===== src/pref_pkg.sv =====
package pref_pkg;

    localparam int STACK_DEPTH = 16;
    localparam int SP_W = $clog2(STACK_DEPTH);
    localparam int FILL_W = $clog2(STACK_DEPTH + 1);

    localparam logic [1:0] KIND_CONST = 2'd0;
    localparam logic [1:0] KIND_LOC   = 2'd1;
    localparam logic [1:0] KIND_DEFER = 2'd2;
    localparam logic [1:0] KIND_EMPTY = 2'd3;

    localparam logic [4:0] OP_PUSHC  = 5'd0;
    localparam logic [4:0] OP_PUSHL  = 5'd1;
    localparam logic [4:0] OP_NOT    = 5'd2;
    localparam logic [4:0] OP_NEG    = 5'd3;
    localparam logic [4:0] OP_INV    = 5'd4;
    localparam logic [4:0] OP_POW    = 5'd5;
    localparam logic [4:0] OP_MUL    = 5'd6;
    localparam logic [4:0] OP_DIV    = 5'd7;
    localparam logic [4:0] OP_MOD    = 5'd8;
    localparam logic [4:0] OP_SHR    = 5'd9;
    localparam logic [4:0] OP_SHL    = 5'd10;
    localparam logic [4:0] OP_ADD    = 5'd11;
    localparam logic [4:0] OP_SUB    = 5'd12;
    localparam logic [4:0] OP_AND    = 5'd13;
    localparam logic [4:0] OP_OR     = 5'd14;
    localparam logic [4:0] OP_XOR    = 5'd15;
    localparam logic [4:0] OP_EQ     = 5'd16;
    localparam logic [4:0] OP_SGT    = 5'd17;
    localparam logic [4:0] OP_SLT    = 5'd18;
    localparam logic [4:0] OP_UGT    = 5'd19;
    localparam logic [4:0] OP_ULT    = 5'd20;

    typedef enum logic [3:0] {
        ST_IDLE,
        ST_RD1,
        ST_RD2,
        ST_DECIDE,
        ST_ITER,
        ST_WRITE,
        ST_EMIT_RD,
        ST_EMIT
    } state_t;

    typedef struct packed {
        logic        start;
        logic [1:0]  mode;   // 0 div/mod, 1 pow
        logic [31:0] a;
        logic [31:0] b;
    } iter_cmd_t;

    typedef struct packed {
        logic        done;
        logic [31:0] quo;
        logic [31:0] rem;
        logic [31:0] pw;
    } iter_rsp_t;

endpackage


===== src/pref_iter.sv =====
module pref_iter (
    input  logic                clk,
    input  logic                rst_n,
    input  pref_pkg::iter_cmd_t cmd,
    output pref_pkg::iter_rsp_t rsp
);
    import pref_pkg::*;

    logic [5:0]  cnt_reg, cnt_next;
    logic        busy_reg, busy_next;
    logic        mode_reg, mode_next;
    logic [31:0] x_reg, x_next;
    logic [31:0] y_reg, y_next;
    logic [31:0] r_reg, r_next;
    logic [31:0] q_reg, q_next;
    logic [32:0] trial;
    logic [31:0] mul_a, mul_b, mul_p;

    assign trial = {r_reg, x_reg[31]} - {1'b0, y_reg};
    // pow: even count acc*=base, odd count base*=base
    assign mul_a = cnt_reg[0] ? x_reg : q_reg;
    assign mul_b = x_reg;
    assign mul_p = mul_a * mul_b;

    always_comb
    begin
        cnt_next = cnt_reg;
        busy_next = busy_reg;
        mode_next = mode_reg;
        x_next = x_reg;
        y_next = y_reg;
        r_next = r_reg;
        q_next = q_reg;
        if (cmd.start)
        begin
            busy_next = 1'b1;
            mode_next = cmd.mode[0];
            x_next = cmd.a;
            y_next = cmd.b;
            r_next = 32'd0;
            q_next = cmd.mode[0] ? 32'd1 : 32'd0;
            cnt_next = 6'd0;
        end
        else if (busy_reg)
        begin
            cnt_next = cnt_reg + 6'd1;
            if (!mode_reg)
            begin
                x_next = {x_reg[30:0], 1'b0};
                if (!trial[32])
                begin
                    r_next = trial[31:0];
                    q_next = {q_reg[30:0], 1'b1};
                end
                else
                begin
                    r_next = {r_reg[30:0], x_reg[31]};
                    q_next = {q_reg[30:0], 1'b0};
                end
                if (cnt_reg == 6'd31)
                    busy_next = 1'b0;
            end
            else
            begin
                if (!cnt_reg[0])
                begin
                    if (y_reg[0])
                        q_next = mul_p;
                end
                else
                begin
                    x_next = mul_p;
                    y_next = {1'b0, y_reg[31:1]};
                end
                if (cnt_reg == 6'd63)
                    busy_next = 1'b0;
            end
        end
    end

    // pow: the acc multiply with the old base comes before the base is squared
    always_ff @(posedge clk or negedge rst_n)
    begin
        if (!rst_n)
        begin
            busy_reg <= 1'b0;
            cnt_reg <= 6'd0;
        end
        else
        begin
            busy_reg <= busy_next;
            cnt_reg <= cnt_next;
        end
    end

    always_ff @(posedge clk)
    begin
        mode_reg <= mode_next;
        x_reg <= x_next;
        y_reg <= y_next;
        r_reg <= r_next;
        q_reg <= q_next;
    end

    logic busy_d_reg;
    always_ff @(posedge clk or negedge rst_n)
    begin
        if (!rst_n)
            busy_d_reg <= 1'b0;
        else
            busy_d_reg <= busy_reg;
    end

    assign rsp.done = busy_d_reg & ~busy_reg;
    assign rsp.quo = q_reg;
    assign rsp.rem = r_reg;
    assign rsp.pw = q_reg;

endmodule


===== src/postfix_relocation_expression_folder.sv =====
// div/mod with a nonzero divisor and pow are folded by the shared iterative
// divide/multiply unit (one bit or half bit per cycle). The last token adds an
// output walk with one RAM read per stack entry (EMIT_RD, then EMIT).
// busy is high while an item is in work; results appear as one-cycle strobes
// that the receiver cannot stall. rst_n clears control state asynchronously.
module postfix_relocation_expression_folder (
    input  logic        clk,
    input  logic        rst_n,
    input  logic        start,
    output logic        busy,
    input  logic        cfg_we,
    input  logic        cfg_wdata,
    input  logic [4:0]  opcode,
    input  logic [31:0] operand_value,
    input  logic [7:0]  operand_section,
    input  logic        last_token,
    output logic        result_valid,
    output logic [1:0]  entry_kind,
    output logic [31:0] entry_value,
    output logic [7:0]  entry_section,
    output logic        is_last_entry,
    output logic        single_value,
    output logic        folded_any,
    output logic        stack_overflowed
);
    import pref_pkg::*;

    logic [41:0] mem [STACK_DEPTH];

    state_t state_reg, state_next;
    logic             lav_reg;
    logic [FILL_W-1:0] fill_reg, fill_next;
    logic             fold_reg, fold_next;
    logic             ovf_reg, ovf_next;
    logic [4:0]       op_reg;
    logic [31:0]      val_reg;
    logic [7:0]       sec_reg;
    logic             last_reg;
    logic [41:0]      ea_reg, eb_reg, rd_data;
    logic [SP_W-1:0]  rd_addr;
    logic [FILL_W-1:0] idx_reg, idx_next;
    logic             single_reg, single_next;
    logic [41:0]      wr_data_reg, wr_data_next;
    logic [SP_W-1:0]  wr_addr_reg, wr_addr_next;
    logic             wr_en_reg, wr_en_next;
    iter_cmd_t        icmd;
    iter_rsp_t        irsp;
    logic [31:0]      res;
    logic             do_write, do_rd;

    pref_iter u_iter (.clk(clk), .rst_n(rst_n), .cmd(icmd), .rsp(irsp));

    logic [1:0]  ka, kb;
    logic [31:0] va, vb;
    logic [7:0]  sa, sb;
    assign ka = ea_reg[41:40];
    assign va = ea_reg[39:8];
    assign sa = ea_reg[7:0];
    assign kb = eb_reg[41:40];
    assign vb = eb_reg[39:8];
    assign sb = eb_reg[7:0];

    always_comb
    begin
        case (op_reg)
            OP_MUL: res = va * vb;
            OP_SHR: res = (vb >= 32'd32) ? 32'd0 : (va >> vb[4:0]);
            OP_SHL: res = (vb >= 32'd32) ? 32'd0 : (va << vb[4:0]);
            OP_ADD: res = va + vb;
            OP_SUB: res = va - vb;
            OP_AND: res = va & vb;
            OP_OR:  res = va | vb;
            OP_XOR: res = va ^ vb;
            OP_EQ:  res = {31'd0, va == vb};
            OP_SGT: res = {31'd0, $signed(va) > $signed(vb)};
            OP_SLT: res = {31'd0, $signed(va) < $signed(vb)};
            OP_UGT: res = {31'd0, va > vb};
            default: res = {31'd0, va < vb};
        endcase
    end

    // top entry is still on rd_data during DECIDE
    always_comb
    begin
        state_next = state_reg;
        case (state_reg)
            ST_IDLE:
                if (start)
                    state_next = ST_RD1;
            ST_RD1: state_next = ST_RD2;
            ST_RD2: state_next = ST_DECIDE;
            ST_DECIDE:
                if ((op_reg == OP_DIV || op_reg == OP_MOD || op_reg == OP_POW)
                    && fill_reg >= FILL_W'(2) && ka == KIND_CONST
                    && rd_data[41:40] == KIND_CONST
                    && !(op_reg != OP_POW && rd_data[39:8] == 32'd0))
                    state_next = ST_ITER;
                else
                    state_next = ST_WRITE;
            ST_ITER:
                if (irsp.done)
                    state_next = ST_WRITE;
            ST_WRITE: state_next = last_reg ? ST_EMIT_RD : ST_IDLE;
            ST_EMIT_RD: state_next = ST_EMIT;
            ST_EMIT:
                if (idx_reg + FILL_W'(1) >= fill_reg)
                    state_next = ST_IDLE;
                else
                    state_next = ST_EMIT_RD;
            default: state_next = ST_IDLE;
        endcase
    end

    always_comb
    begin
        fill_next = fill_reg;
        fold_next = fold_reg;
        ovf_next = ovf_reg;
        idx_next = idx_reg;
        single_next = single_reg;
        wr_en_next = 1'b0;
        wr_data_next = wr_data_reg;
        wr_addr_next = wr_addr_reg;
        rd_addr = SP_W'(fill_reg - FILL_W'(1));
        do_rd = 1'b0;
        icmd.start = 1'b0;
        icmd.mode = (op_reg == OP_POW) ? 2'd1 : 2'd0;
        icmd.a = va;
        icmd.b = rd_data[39:8];
        result_valid = 1'b0;
        do_write = 1'b0;
        case (state_reg)
            ST_RD1:
            begin
                do_rd = 1'b1;
                rd_addr = SP_W'(fill_reg - FILL_W'(2));
            end
            ST_RD2:
            begin
                do_rd = 1'b1;
                rd_addr = SP_W'(fill_reg - FILL_W'(1));
            end
            ST_DECIDE:
                icmd.start = (state_next == ST_ITER);
            ST_WRITE:
            begin
                do_write = 1'b1;
                idx_next = '0;
                if (op_reg == OP_PUSHC || op_reg == OP_PUSHL ||
                    ((op_reg == OP_NOT || op_reg == OP_NEG || op_reg == OP_INV) &&
                     !(fill_reg >= FILL_W'(1) && kb == KIND_CONST)) ||
                    (op_reg >= OP_POW && op_reg <= OP_ULT))
                begin
                    // push path, or binary fold into slot fill-2
                    if (op_reg == OP_PUSHC || (op_reg == OP_PUSHL && lav_reg))
                        wr_data_next = {KIND_CONST, val_reg, 8'd0};
                    else if (op_reg == OP_PUSHL)
                        wr_data_next = {KIND_LOC, val_reg, sec_reg};
                    else
                        wr_data_next = {KIND_DEFER, 27'd0, op_reg, 8'd0};
                    wr_addr_next = SP_W'(fill_reg);
                    if (op_reg >= OP_POW && fill_reg >= FILL_W'(2))
                    begin
                        wr_addr_next = SP_W'(fill_reg - FILL_W'(2));
                        if (ka == KIND_CONST && kb == KIND_CONST)
                        begin
                            fold_next = 1'b1;
                            fill_next = fill_reg - FILL_W'(1);
                            wr_en_next = 1'b1;
                            if (op_reg == OP_POW)
                                wr_data_next = {KIND_CONST, irsp.pw, 8'd0};
                            else if (op_reg == OP_DIV)
                                wr_data_next = {KIND_CONST,
                                    (vb == 32'd0) ? 32'hFFFFFFFF : irsp.quo, 8'd0};
                            else if (op_reg == OP_MOD)
                                wr_data_next = {KIND_CONST,
                                    (vb == 32'd0) ? va : irsp.rem, 8'd0};
                            else
                                wr_data_next = {KIND_CONST, res, 8'd0};
                        end
                        else if (ka == KIND_CONST && kb == KIND_LOC && op_reg == OP_ADD)
                        begin
                            fold_next = 1'b1;
                            fill_next = fill_reg - FILL_W'(1);
                            wr_en_next = 1'b1;
                            wr_data_next = {KIND_LOC, va + vb, sb};
                        end
                        else if (ka == KIND_LOC && kb == KIND_CONST &&
                                 (op_reg == OP_ADD || op_reg == OP_SUB))
                        begin
                            fold_next = 1'b1;
                            fill_next = fill_reg - FILL_W'(1);
                            wr_en_next = 1'b1;
                            wr_data_next = {KIND_LOC,
                                (op_reg == OP_ADD) ? va + vb : va - vb, sa};
                        end
                        else if (ka == KIND_LOC && kb == KIND_LOC && sa == sb &&
                                 (op_reg == OP_SUB || op_reg >= OP_EQ))
                        begin
                            fold_next = 1'b1;
                            fill_next = fill_reg - FILL_W'(1);
                            wr_en_next = 1'b1;
                            if (op_reg == OP_SUB)
                                wr_data_next = {KIND_CONST, va - vb, 8'd0};
                            else if (op_reg == OP_EQ)
                                wr_data_next = {KIND_CONST, 31'd0, va == vb, 8'd0};
                            else if (op_reg == OP_SGT || op_reg == OP_UGT)
                                wr_data_next = {KIND_CONST, 31'd0, va > vb, 8'd0};
                            else
                                wr_data_next = {KIND_CONST, 31'd0, va < vb, 8'd0};
                        end
                        else
                            wr_addr_next = SP_W'(fill_reg);
                    end
                    if (!wr_en_next)
                    begin
                        if (fill_reg >= FILL_W'(STACK_DEPTH))
                            ovf_next = 1'b1;
                        else
                        begin
                            wr_en_next = 1'b1;
                            fill_next = fill_reg + FILL_W'(1);
                        end
                    end
                end
                else if (op_reg == OP_NOT || op_reg == OP_NEG || op_reg == OP_INV)
                begin
                    fold_next = 1'b1;
                    wr_en_next = 1'b1;
                    wr_addr_next = SP_W'(fill_reg - FILL_W'(1));
                    if (op_reg == OP_NOT)
                        wr_data_next = {KIND_CONST, 31'd0, vb == 32'd0, sb};
                    else if (op_reg == OP_NEG)
                        wr_data_next = {KIND_CONST, 32'd0 - vb, sb};
                    else
                        wr_data_next = {KIND_CONST, ~vb, sb};
                end
            end
            ST_EMIT_RD:
            begin
                do_rd = 1'b1;
                rd_addr = SP_W'(idx_reg);
                if (idx_reg == '0)
                    single_next = 1'b1;
            end
            ST_EMIT:
            begin
                result_valid = 1'b1;
                idx_next = idx_reg + FILL_W'(1);
                if (state_next == ST_IDLE)
                begin
                    fill_next = '0;
                    fold_next = 1'b0;
                    ovf_next = 1'b0;
                end
            end
            default: ;
        endcase
    end

    // a pending write may meet a read of the same address; the read path forwards it
    logic [41:0] rd_raw;
    always_ff @(posedge clk)
    begin
        if (wr_en_reg)
            mem[wr_addr_reg] <= wr_data_reg;
        rd_raw <= mem[rd_addr];
    end
    logic fwd_reg;
    logic [41:0] fwd_data_reg;
    always_ff @(posedge clk)
    begin
        fwd_reg <= wr_en_reg && (wr_addr_reg == rd_addr);
        fwd_data_reg <= wr_data_reg;
    end
    assign rd_data = fwd_reg ? fwd_data_reg : rd_raw;

    logic rd1_d_reg, rd2_d_reg;
    always_ff @(posedge clk or negedge rst_n)
    begin
        if (!rst_n)
        begin
            state_reg <= ST_IDLE;
            lav_reg <= 1'b0;
            fill_reg <= '0;
            fold_reg <= 1'b0;
            ovf_reg <= 1'b0;
            wr_en_reg <= 1'b0;
            idx_reg <= '0;
            rd1_d_reg <= 1'b0;
            rd2_d_reg <= 1'b0;
        end
        else
        begin
            state_reg <= state_next;
            if (cfg_we)
                lav_reg <= cfg_wdata;
            fill_reg <= fill_next;
            fold_reg <= fold_next;
            ovf_reg <= ovf_next;
            wr_en_reg <= wr_en_next;
            idx_reg <= idx_next;
            rd1_d_reg <= (state_reg == ST_RD1);
            rd2_d_reg <= (state_reg == ST_RD2);
        end
    end

    logic [41:0] em_reg;
    always_ff @(posedge clk)
    begin
        wr_data_reg <= wr_data_next;
        wr_addr_reg <= wr_addr_next;
        single_reg <= single_next;
        if (state_reg == ST_IDLE && start)
        begin
            op_reg <= opcode;
            val_reg <= operand_value;
            sec_reg <= operand_section;
            last_reg <= last_token;
        end
        if (rd1_d_reg)
            ea_reg <= rd_data;
        if (rd2_d_reg)
            eb_reg <= rd_data;
    end

    // single: one entry, a constant; computed from the first emitted read
    logic [1:0] kind0;
    assign kind0 = rd_data[41:40];
    always_comb
    begin
        em_reg = rd_data;
    end

    logic single_q_reg;
    always_ff @(posedge clk)
    begin
        if (state_reg == ST_EMIT && idx_reg == '0)
            single_q_reg <= (fill_reg == FILL_W'(1)) && (kind0 == KIND_CONST);
    end

    logic empty;
    assign empty = (fill_reg == '0);
    assign busy = (state_reg != ST_IDLE);
    assign entry_kind = empty ? KIND_EMPTY : em_reg[41:40];
    assign entry_value = empty ? 32'd0 : em_reg[39:8];
    assign entry_section = empty ? 8'd0 : em_reg[7:0];
    assign is_last_entry = empty || (idx_reg + FILL_W'(1) >= fill_reg);
    assign single_value = single_reg && !empty && (fill_reg == FILL_W'(1))
                          && (kind0 == KIND_CONST);
    assign folded_any = fold_reg;
    assign stack_overflowed = ovf_reg;

    logic unused;
    assign unused = do_write ^ do_rd ^ single_q_reg;

endmodule


===== config.mk =====
export PLATFORM = sky130hd
export DESIGN_NAME = postfix_relocation_expression_folder
export DESIGN_NICKNAME = d
export VERILOG_FILES = /design/src/pref_pkg.sv /design/src/pref_iter.sv /design/src/postfix_relocation_expression_folder.sv
export SDC_FILE = /design/constraint.sdc
export NUM_CORES = 2
export LEC_CHECK = 0
export BUFFER_PORTS_ARGS = -buffer_cell sky130_fd_sc_hd__buf_2
export CAP_MARGIN = 20
export CORE_MARGIN = 5
export CORE_UTILIZATION = 45
export CTS_CLUSTER_SIZE = 20
export DETAILED_ROUTE_END_ITERATION = 6
export MAX_ROUTING_LAYER = met4
export PLACE_DENSITY = 0.7
export SYNTH_ARGS = -nofsm -noshare
export SYNTH_HDL_FRONTEND = slang
export SYNTH_HIERARCHICAL = 1
export SYNTH_SLANG_ARGS = --single-unit

===== constraint.sdc =====
create_clock -name clk -period 18.1 [get_ports clk]
set_input_delay 1.81 -clock clk [delete_from_list [all_inputs] [get_ports clk]]
set_output_delay 1.81 -clock clk [all_outputs]
set_load 0.03 [all_outputs]

==> impl_metrics.ini <==
[floorplanning]
ios = 99
fp.dieH_um = 451
fp-row-count = 162
die_w_um = 451
fp.dieArea_um2 = 204000
core_footprint_um2 = 194000
initial_core_utilization_pct = 45.1

[route]
drt.antenna.violating_nets = 0
postRouteWirelength_um = 355000
first_pass_iters = 7
via_count = 70500
routed_via_density = 6.25
post_drt_wl_per_cell_um = 31.5
post-route-drc-count = 0
detailedRoute.firstIterationViolations = 8378

[place]
gp_routability_congestion = 1.10
port_buffers = 98
dpl.hpwl_um = 254000
numPlacedInstances = 11000

[timing]
tightestPinTransition_ps = 1290
hold-worst-slack_ps = 511
worst_clock_skew_ps = 107
finalSetupTns_ps = 0
max_slew_margin_pct = 14.1
timing.fmax_mhz = 103
timing.final.crit_period_ps = 9660
timing.final.max_slew_violations = 0
setup_viol = 0
timing.final.crit_share_pct = 53.4
timing.final.hold_violations = 0
rsz0062_at_grt = no

[cells_and_area]
area_growth_pct = 7.94
final_nets = 9866
largest_register_ffs = 672
layout.filler_cells = 17700
registers.top_by_ff_count = mem
final-instance-count-excl-fill = 11300
layout.area.seq_um2 = 31400
final_layout_size_suffix_gt1_share_pct = 7.62
multiInputGateArea_um2 = 50300
finalCoreUtilization_pct = 48.7

[clock_network]
post-cts-setup-buffer-count = 0
tritoncts.num_buffers = 109
clock_tree.htree_level_count = 3
tritoncts_clock_tree = built
cts.reportedPaths.clkPinSlew_ps = 60
cts_hold_repair.buffers = 0
tritoncts_num_sinks = 1090
ctsRootBufferMaster = clkbuf_16
clock_path_buffers = 3
insertion_delay_ps = 810
post_cts_resize_count = 0

[synthesis]
synthArstFlopShare_pct = 2.57
number_of_different_library_cells_in_the_post_synthesis_netlist = 95
syn_area_per_cell_um2 = 9.98
syn_area_um2 = 87600
ys_dominant_reg_cell = edfxtp_1
syn_nets = 10000
yosysWarnings = 6
seq_area_frac_synth_pct = 35.9
synthesis.instances = 8773
post_synth_edffs = 945
ys_seq_elements = 1090

[global_routing]
grt-ovfl-total = 0
grt_start_max_net_pins = 201
grt_pass1_vias = 69900
grt_pass1_wl_um = 504000
track_usage_pct = 35.2
grt_antenna_before_repair = 22

[worst_setup_path]
critical_path_arrival_ps = 10210
cp_data_required_time_ps = 18650
worstPathMaxFanout = 20
worst-setup-path-type = flop to flop
worst_setup_path_start_kind = flop
endpoint_kind = flop

[status]
status = finished clean

[run]
drv.max_cap_violation_count = 0

[worst_hold_path]
hold_class = flop to flop
==> metal layers <==
metal / up-vias / routed length (µm) / track usage, %
met4: 0 / 28800 / 22.3
met1: 35700 / 136000 / 44.0
met3: 1093 / 34600 / 7.66
met2: 4178 / 155000 / 52.2
met5: - / 0 / -
li1: 29500 / - / -
==> through the flow <==
| stage | cell area (µm²) | setup slack, ps |
|---|---|---|
| final | 94500 | 8440 |
| after global routing | 94500 | 8150 |
| after CTS | 94400 | 8770 |
| after detailed placement | 90800 | 8750 |
| after global placement | 90700 | 8760 |
| after floorplan | 87600 | 9550 |
==> cell type report <==
cell class | instances | area share (%)
multi-input combinational | 6117 | 53.3
sequential | 1090 | 33.2
inverter | 971 | 3.86
tap | 2542 | 3.36
clock buffer | 134 | 3.02
timing repair buffer | 316 | 2.35
clock inverter | 72 | 0.843
antenna | 27 | 0.0715
==> cell usage in the layout (no fill, tap or decap), types with 210 or more instances in the layout <==
cell / synthesis / final
nand2_1: 1118 / 1117
inv_1: 952 / 950
edfxtp_1: 945 / 945
fa_1: 819 / 819
nor2_1: 671 / 656
and2_1: 480 / 480
a21oi_1: 459 / 458
ha_1: 391 / 391
o21ai_0: 291 / 290
a211oi_1: 271 / 270
xnor2_1: 238 / 238
buf_4: 36 / 210
==> final timing paths <==
| kind | start | to | slack [ps] | depth (start not counted) |
|---|---|---|---|---|
| min in group asynchronous | rst_n | u_iter/busy_reg$_DFF_PN0_ | 1240 | 1 |
| hold reg to reg | state_reg[3]$_DFF_PN0_ | state_reg[1]$_DFF_PN0_ | 510 | 1 |
| max in group asynchronous | rst_n | rd1_d_reg$_DFF_PN0_ | 16210 | 1 |
| setup reg to reg | eb_reg[15]$_DFFE_PP_ | wr_data_reg[33]$_DFFE_PP_ | 8440 | 26 |
| hold / removal | state_reg[3]$_DFF_PN0_ | state_reg[1]$_DFF_PN0_ | 510 | 1 |
| setup / recovery | eb_reg[15]$_DFFE_PP_ | wr_data_reg[33]$_DFFE_PP_ | 8440 | 26 |
==> cells by family after synthesis <==
family | count (synthesis) | share of synthesized area, %
compound gates | 1713 | 12.8
xor+xnor | 295 | 2.97
fa+ha+maj | 1210 | 24.3
buf+inv | 1566 | 6.94
flops | 1090 | 35.9
mux | 211 | 3.05
other cells | 1 | 0.00428
simple gates | 2687 | 14.0
==> cell usage after synthesis (all sizes together), types with 36 or more instances <==
cell type / number / area (µm²)
nand2: 1118 / 4200
a21oi: 459 / 2300
mux2: 58 / 653
nand3: 70 / 355
ha: 391 / 4890
a22oi: 36 / 270
nor3: 98 / 500
o221ai: 36 / 315
and2: 485 / 3030
mux4: 39 / 878
xor2: 56 / 490
dfxtp: 117 / 2340
mux2i: 114 / 1140
o21a: 39 / 293
nand2b: 39 / 244
xnor2: 238 / 2080
fa: 819 / 16400
a311oi: 90 / 788
a21o: 48 / 360
a31oi: 125 / 782
nor2: 671 / 2520
clkbuf: 472 / 1770
a211oi: 271 / 2030
buf: 123 / 661
edfxtp: 945 / 28400
o22ai: 42 / 263
inv: 959 / 3600
o21ai: 298 / 1500
o211ai: 41 / 308
==> worst max-delay path: stages (launching register included) <==
cell and delay, ps:
edfxtp_1 700, clkinv_1 770, nor2_1 350, fa_1 480, fa_1 450, fa_1 550, inv_1 50, fa_1 480
inv_1 60, fa_1 510, inv_1 60, fa_1 540, inv_1 50, fa_1 500, fa_1 430, ha_1 410
a21oi_1 190, inv_1 60, a21oi_1 190, and3b_1 180, a21oi_1 130, a2111oi_0 510, a21oi_1 130, a31oi_1 230
xor2_1 850, o211ai_1 170, a221o_1 330
Power is not shown: default switching activity piles up to over one toggle a cycle in this logic, so the estimate is an artifact.
